File: src/sv/bdot_pkg.sv
// Shared types and constants of the field rate estimator.
package bdot_pkg;
  localparam logic [1:0] ST_PRIMED  = 2'd0;
  localparam logic [1:0] ST_VALID   = 2'd1;
  localparam logic [1:0] ST_BADTIME = 2'd2;
  localparam logic [1:0] ST_CLEARED = 2'd3;
  localparam logic [0:0] KIND_SAMPLE = 1'b0;
  localparam logic [0:0] KIND_CLEAR  = 1'b1;
  localparam logic [31:0] E1_Q30 = 32'd395007542;
  localparam logic [31:0] ONE_Q30 = 32'd1073741824;

  typedef struct packed {
    logic [0:0]         kind;
    logic [31:0]        sample_time;
    logic signed [23:0] field_x;
    logic signed [23:0] field_y;
    logic signed [23:0] field_z;
  } in_item_t;

  typedef struct packed {
    logic [1:0]         status;
    logic [31:0]        estimate_time;
    logic signed [31:0] raw_rate_x;
    logic signed [31:0] raw_rate_y;
    logic signed [31:0] raw_rate_z;
    logic signed [31:0] smooth_rate_x;
    logic signed [31:0] smooth_rate_y;
    logic signed [31:0] smooth_rate_z;
  } out_item_t;

  // Request to the shared divider: start strobe, dividend and divisor.
  typedef struct packed {
    logic        start;
    logic [63:0] dividend;
    logic [31:0] divisor;
  } div_req_t;
endpackage

File: src/sv/bdot_div.sv
// Radix-2 restoring divider: 64-bit dividend by 32-bit divisor, one bit a cycle.
module bdot_div (
  input  logic                clk_i,
  input  logic                rst_ni,
  input  bdot_pkg::div_req_t  req_i,
  output logic                done_o,
  output logic [63:0]         quot_o
);
  logic [63:0] quot_q, quot_d;
  logic [32:0] rem_q, rem_d;
  logic [31:0] dvs_q;
  logic [6:0]  cnt_q;
  logic        busy_q;
  logic [32:0] trial;
  logic [32:0] shifted;

  always_comb begin
    shifted = {rem_q[31:0], quot_q[63]};
    trial = shifted - {1'b0, dvs_q};
    quot_d = {quot_q[62:0], 1'b0};
    rem_d = shifted;
    if (!trial[32]) begin
      rem_d = trial;
      quot_d[0] = 1'b1;
    end
  end

  always_ff @(posedge clk_i or negedge rst_ni) begin
    if (!rst_ni) begin
      busy_q <= 1'b0;
      cnt_q  <= '0;
      done_o <= 1'b0;
    end else begin
      done_o <= 1'b0;
      if (req_i.start) begin
        busy_q <= 1'b1;
        cnt_q  <= 7'd64;
        quot_q <= req_i.dividend;
        rem_q  <= '0;
        dvs_q  <= req_i.divisor;
      end else if (busy_q) begin
        quot_q <= quot_d;
        rem_q  <= rem_d;
        cnt_q  <= cnt_q - 7'd1;
        if (cnt_q == 7'd1) begin
          busy_q <= 1'b0;
          done_o <= 1'b1;
        end
      end
    end
  end
  assign quot_o = quot_q;
endmodule

File: config.mk
export PLATFORM = sky130hd
export DESIGN_NAME = bdot_div
export DESIGN_NICKNAME = d
export VERILOG_FILES = /design/src/sv/bdot_pkg.sv /design/src/sv/bdot_div.sv
export SDC_FILE = /design/constraint.sdc
export NUM_CORES = 1
export LEC_CHECK = 0
export ABC_AREA = 1
export BUFFER_PORTS_ARGS = -buffer_cell sky130_fd_sc_hd__buf_4
export CAP_MARGIN = 40
export CELL_PAD_IN_SITES_DETAIL_PLACEMENT = 0
export CELL_PAD_IN_SITES_GLOBAL_PLACEMENT = 1
export CORE_MARGIN = 2
export CORE_UTILIZATION = 37
export DETAILED_ROUTE_END_ITERATION = 8
export PLACE_DENSITY = 0.83
export SLEW_MARGIN = 0
export SYNTH_ARGS = -nofsm -noshare
export SYNTH_HDL_FRONTEND = slang
export SYNTH_SLANG_ARGS = --single-unit
File: constraint.sdc
create_clock -name clk_i -period 3.7 [get_ports clk_i]
set_clock_uncertainty 0.2 [all_clocks]
set_input_delay 0.74 -clock clk_i [delete_from_list [all_inputs] [get_ports clk_i]]
set_output_delay 0.74 -clock clk_i [all_outputs]
set_load 0.02 [all_outputs]
## Word level (Yosys, flattened, before mapping)

Index checks and enable logic that the tools add are counted.

| storage, ports and cells | value |
|---|---|
| register bits after elaboration | 138 |
| bits of input ports | 99 |
| output and inout bits | 65 |
| word-level logic and storage cells | 25 |

| operators by class | value |
|---|---|
| $add $sub $neg | 2 |
| eq/ne operators | 1 |
| muxes and demuxes | 13 |
| reduce and logical (&&, ||, !) cells | 3 |

Operators with widths:

| kind | number |
|---|---|
| $mux W64 | 2 |
| $mux W33 | 2 |
| $sub A33 B32 Y33 | 1 |
| $mux W7 | 2 |
| $eq A7 B1 Y1 const B | 1 |
| $mux W1 | 7 |
| $sub A7 B1 Y7 const B | 1 |
| $reduce_and A2 Y1 | 2 |
| $reduce_bool A2 Y1 | 1 |

## Depth between registers and ports, before layout

| logic depth | value |
|---|---|
| word-level depth | 4 |
| depth in mapped cells | 18 |
| gate-level depth less buffers | 17 |

## Worst setup path after synthesis

OpenSTA, ideal clock, no wires.

| timing | value |
|---|---|
| path kind | input to register |
| start point | input req_i[96] (netlist bit) |
| end point | register quot_q[0], in the netlist quot_o[0] (enable) |
| library setup time | 0.487 ns |
| arrival | 4.047 ns |
| slack | -1.034 ns |
| cell stages on the path | 4 |
| cells stage by stage | clkbuf_1 nor2_1 clkbuf_1 nor2_1 |

| on the way | value |
|---|---|
| cells in the longest elaborated chain, start to end | 2 |

RTL lines:

| element | RTL line | RTL |
|---|---|---|
| start: declaration | bdot_div.sv:5 | `input bdot_pkg::div_req_t req_i,` |
| $reduce_bool A2 Y1 (no source line) | - |  |
| $reduce_and A2 Y1 (no source line) | - |  |
| end signal: assignment | bdot_div.sv:38 | `quot_q <= req_i.dividend;` |
| end signal: assignment | bdot_div.sv:42 | `quot_q <= quot_d;` |
| end: declaration | bdot_div.sv:9 | `logic [63:0] quot_q, quot_d;` |

No other way between the ends.
A chain may end at the register's enable or synchronous reset.

## Worst setup path after layout

| timing | value |
|---|---|
| start point | register quot_q[63], in the netlist quot_o[63] |
| end point | register rem_q[14] (data pin) |

| on the way | value |
|---|---|
| cells in the longest elaborated chain, start to end | 3 |

RTL lines:

| element | RTL line | RTL |
|---|---|---|
| $sub A33 B32 Y33 | bdot_div.sv:19 | `trial = shifted - {1'b0, dvs_q};` |
| $mux W33 | bdot_div.sv:22 | `if (!trial[32]) begin` |
| $mux W33 | bdot_div.sv:41 | `end else if (busy_q) begin` |
| end signal: assignment | bdot_div.sv:43 | `rem_q <= rem_d;` |
| end: declaration | bdot_div.sv:10 | `logic [32:0] rem_q, rem_d;` |

No other way between the ends.

==> results.sh <==
export IMPL_clock_tree_htree_level_count=4
export IMPL_multiInputGateArea_sq_um=3636
export IMPL_mappedNetlistNets=1324
export IMPL_top_level_ports=164
export IMPL_synth_largest_type_area_fraction_pct=44.34
export IMPL_seq_area_sq_um=4069
export IMPL_fin_cells=1687
export IMPL_finalCoreUtilization_pct=46.85
export IMPL_starting_utilization_of_the_core_area_pct=37.26
export IMPL_synth_top_cell_by_area="edfxtp_1"
export IMPL_r2r_end="rem_q[14]"
export IMPL_leakagePower_uw=0.005774
export IMPL_number_of_antenna_violations_at_the_first_check_in_global_routing=0
export IMPL_distinct_cells_synth=31
export IMPL_drt_first_pass_iters=4
export IMPL_post_dp_hpwl_microns=17370
export IMPL_worst_setup_path_start_kind="register"
export IMPL_min_to="dvs_q[4]"
export IMPL_rsz0062_at_grt="no"
export IMPL_placed_cells_incl_taps=1654
export IMPL_timing_worst_setup_path_type="register to register"
export IMPL_synth_top_cells_by_area="edfxtp_1 (44%), nand2_1 (25%), inv_1 (9.4%), ha_1 (4.9%), nand3_1 (3.3%)"
export IMPL_finalMaxSlewViolations=0
export IMPL_tritoncts_num_sinks=137
export IMPL_post_synth_most_frequent_cells="nand2_1 (575), inv_1 (216), edfxtp_1 (128)"
export IMPL_timing_worst_slew_pin_value_ns=0.6915
export IMPL_chipHeight_microns=157.1
export IMPL_path_buf_inv=2
export IMPL_grt_max_degree=56
export IMPL_post_route_period_util_pct=80.35
export IMPL_yosys_warnings=0
export IMPL_clock_tree_buffer_depth=2
export IMPL_power_density_cell_area_nw_per_um2=546.3
export IMPL_timing_critical_path_fanout_max=33
export IMPL_drt_antenna_violating_nets=0
export IMPL_design_final_nets=1489
export IMPL_critical_path_slowest_cell="fa_1"
export IMPL_die_width_microns=157.1
export IMPL_yosys_most_used_dff="edfxtp_1"
export IMPL_cpMostUsedCell="nand2_1"
export IMPL_place_congestion=0.8693
export IMPL_placement_io_buffers=163
export IMPL_cap_viol_max_count=0
export IMPL_timing_final_setup_violations=0
export IMPL_drive_gt1_share_pct=16.45
export IMPL_synth_seq_area_share_pct=46.94
export IMPL_slew_headroom_pct=53.90
export IMPL_synthCells=1190
export IMPL_clk_transition_reported_paths_ns=0.08
export IMPL_worst_ir_drop_vdd_v=0.0002571
export IMPL_first_iter_violations=370
export IMPL_post_cts_setup_buffer_count=0
export IMPL_path_delay_family="simple AND/OR/NAND/NOR gates"
export IMPL_worstHoldPathCells=1
export IMPL_grt_pass1_wl_microns=38270
export IMPL_vias_in_the_first_global_route=7687
export IMPL_n_antenna_cell=0
export IMPL_fin_tns_setup_ns=0
export IMPL_max_clock_freq_ghz=0.3364
export IMPL_hold_viol=0
export IMPL_hp_class="input pin to register"
export IMPL_routed_wirelength_microns=23490
export IMPL_synth_edf_count=128
export IMPL_synthMostInstantiatedCell="nand2_1"
export IMPL_track_usage_pct=19.90
export IMPL_max_stage_delay_ns=0.41
export IMPL_post_layout_total_power_uw=5953
export IMPL_timing_critical_path_arrival_ns=2.95
export IMPL_clock_tree_root_buffer_cell="clkbuf_16"
export IMPL_min_from="req_i[4]"
export IMPL_ff2ff_path_depth=17
export IMPL_syn_area_sq_um=8668
export IMPL_crit_reg2reg_launch="quot_o[63]"
export IMPL_tritoncts="yes"
export IMPL_ctsResizeCount=0
export IMPL_minimum_period_implied_by_the_final_worst_setup_slack_ns=2.973
export IMPL_routed_via_density=4.497
export IMPL_avgSynthCellArea_sq_um=7.284
export IMPL_ys_async_sr_fraction_pct=6.569
export IMPL_yosys_register_bits=137
export IMPL_reg2reg_setup_slack_ns=0.73
export IMPL_globalRoute_totalOverflow=0
export IMPL_post_detailed_route_wirelength_per_cell_microns=13.93
export IMPL_layout_filler_cells=2443
export IMPL_timing_critical_path_depth=17
export IMPL_clock_insertion_delay_worst_skew_ns=0.44
export IMPL_outcome="complete, no violations"
export IMPL_crit_start="quot_o[63]"
export IMPL_drc=0
export IMPL_worst_setup_path_end_kind="register"
export IMPL_worstPathRequired_ns=3.68
export IMPL_design_core_area_sq_um=23260
export IMPL_area_growth_from_synthesis_to_layout_pct=25.72
export IMPL_die_area_sq_um=24670
export IMPL_crit_path_cell_trace="inv_1, ha_1, fa_1, inv_1, nand2_1, nand2_1, nand3_1, nand2_1, nand2_1, nand2_2, nand2_2, nand2_2, nand2_2, nand2_4, nand2_1, nand3_1, nand2_1"
export IMPL_cts_made_buffers=17
export IMPL_num_vias=7586
export IMPL_num_rows=56
[stage by stage]
stage / hold WS, ns / worst slack [ns] / area (sq um)
CTS: 0.2603 / 0.7173 / 10900
global placement: 0.2872 / 0.8346 / 10230
detailed placement: 0.2919 / 0.7344 / 10260
floorplan: 0.2444 / 0.03946 / 8671
finish: 0.2790 / 0.7272 / 10900
global route: 0.2580 / 0.4518 / 10900
[state kept, by name, indices dropped and copies added (netlist names)]
name,count
dvs_q,32
busy_q,1
rem_q,32
quot_o,64
cnt_q,7
done_o,1
[report_power, final]
part / leakage (uW) / switching (uW) / total [uW] / internal (uW)
clock: 0.000302 / 866 / 1790 / 925
combinational: 0.00410 / 1320 / 2050 / 732
sequential: 0.00137 / 147 / 2110 / 1970
[repair_timing]
| action | in CTS | in global routing |
|---|---|---|
| setup endpoints to repair | 0 | 0 |
| endpoints found under the hold margin | 2 | 0 |
| hold buffers | 1 | 0 |
[how the worst max path moves through the flow]
stage	end	slack, ns
floorplan	quot_o[0]	0.04
global placement	rem_q[0]	0.83
detailed placement	rem_q[14]	0.73
CTS	rem_q[14]	0.72
global route	rem_q[12]	0.45
finish	rem_q[14]	0.73
[area by class of cell]
type	instances	area share, %
inverter	224	7.715
tap	319	3.662
clock buffer	17	3.904
multi-input combinational	803	33.36
sequential	137	37.34
clock inverter	15	1.848
timing repair buffer	172	12.17
[layout by cell type, fill, tap and decap left out, types with 9 or more instances in the layout]
cell       Yosys  layout
buf_4          0     169
clkbuf_16      0      17
ha_1          34      34
edfxtp_1     128     128
a21oi_1       21      21
inv_1        216     215
dfrtp_1        9       9
xnor2_1       13      13
nor2_1        53      50
nand3_1       57      57
nor3_1         9       9
nand2_1      575     575
[worst register-to-register path: cells and delay by family, from the launching register on]
family	cells	cell delay (ns)
and+or+nand+nor	13	1.40
DFF	1	0.35
adders and majority gates	2	0.64
buffers and inverters	2	0.15
[layer usage]
layer	share of wire, %	vias up	wire length, microns	track usage (%)
met4	1.3	0	300	4.416
met3	7.8	25	1823	7.214
met5	0	-	0	0
met1	44	3410	10410	24.05
li1	-	3960	-	-
met2	47	191	10960	34.06
[cell families (layout without fill, tap and decap cells)]
family          after synthesis  after routing  synth area share, %
xor+xnor                     15             15                1.516
fa+ha+maj                    35             35                5.139
simple gates                720            720                33.17
compound gates               33             33                1.978
flops                       137            137                46.94
buf+inv                     250            428                11.26
No activity file was read; power rests on OpenSTA's default activity.
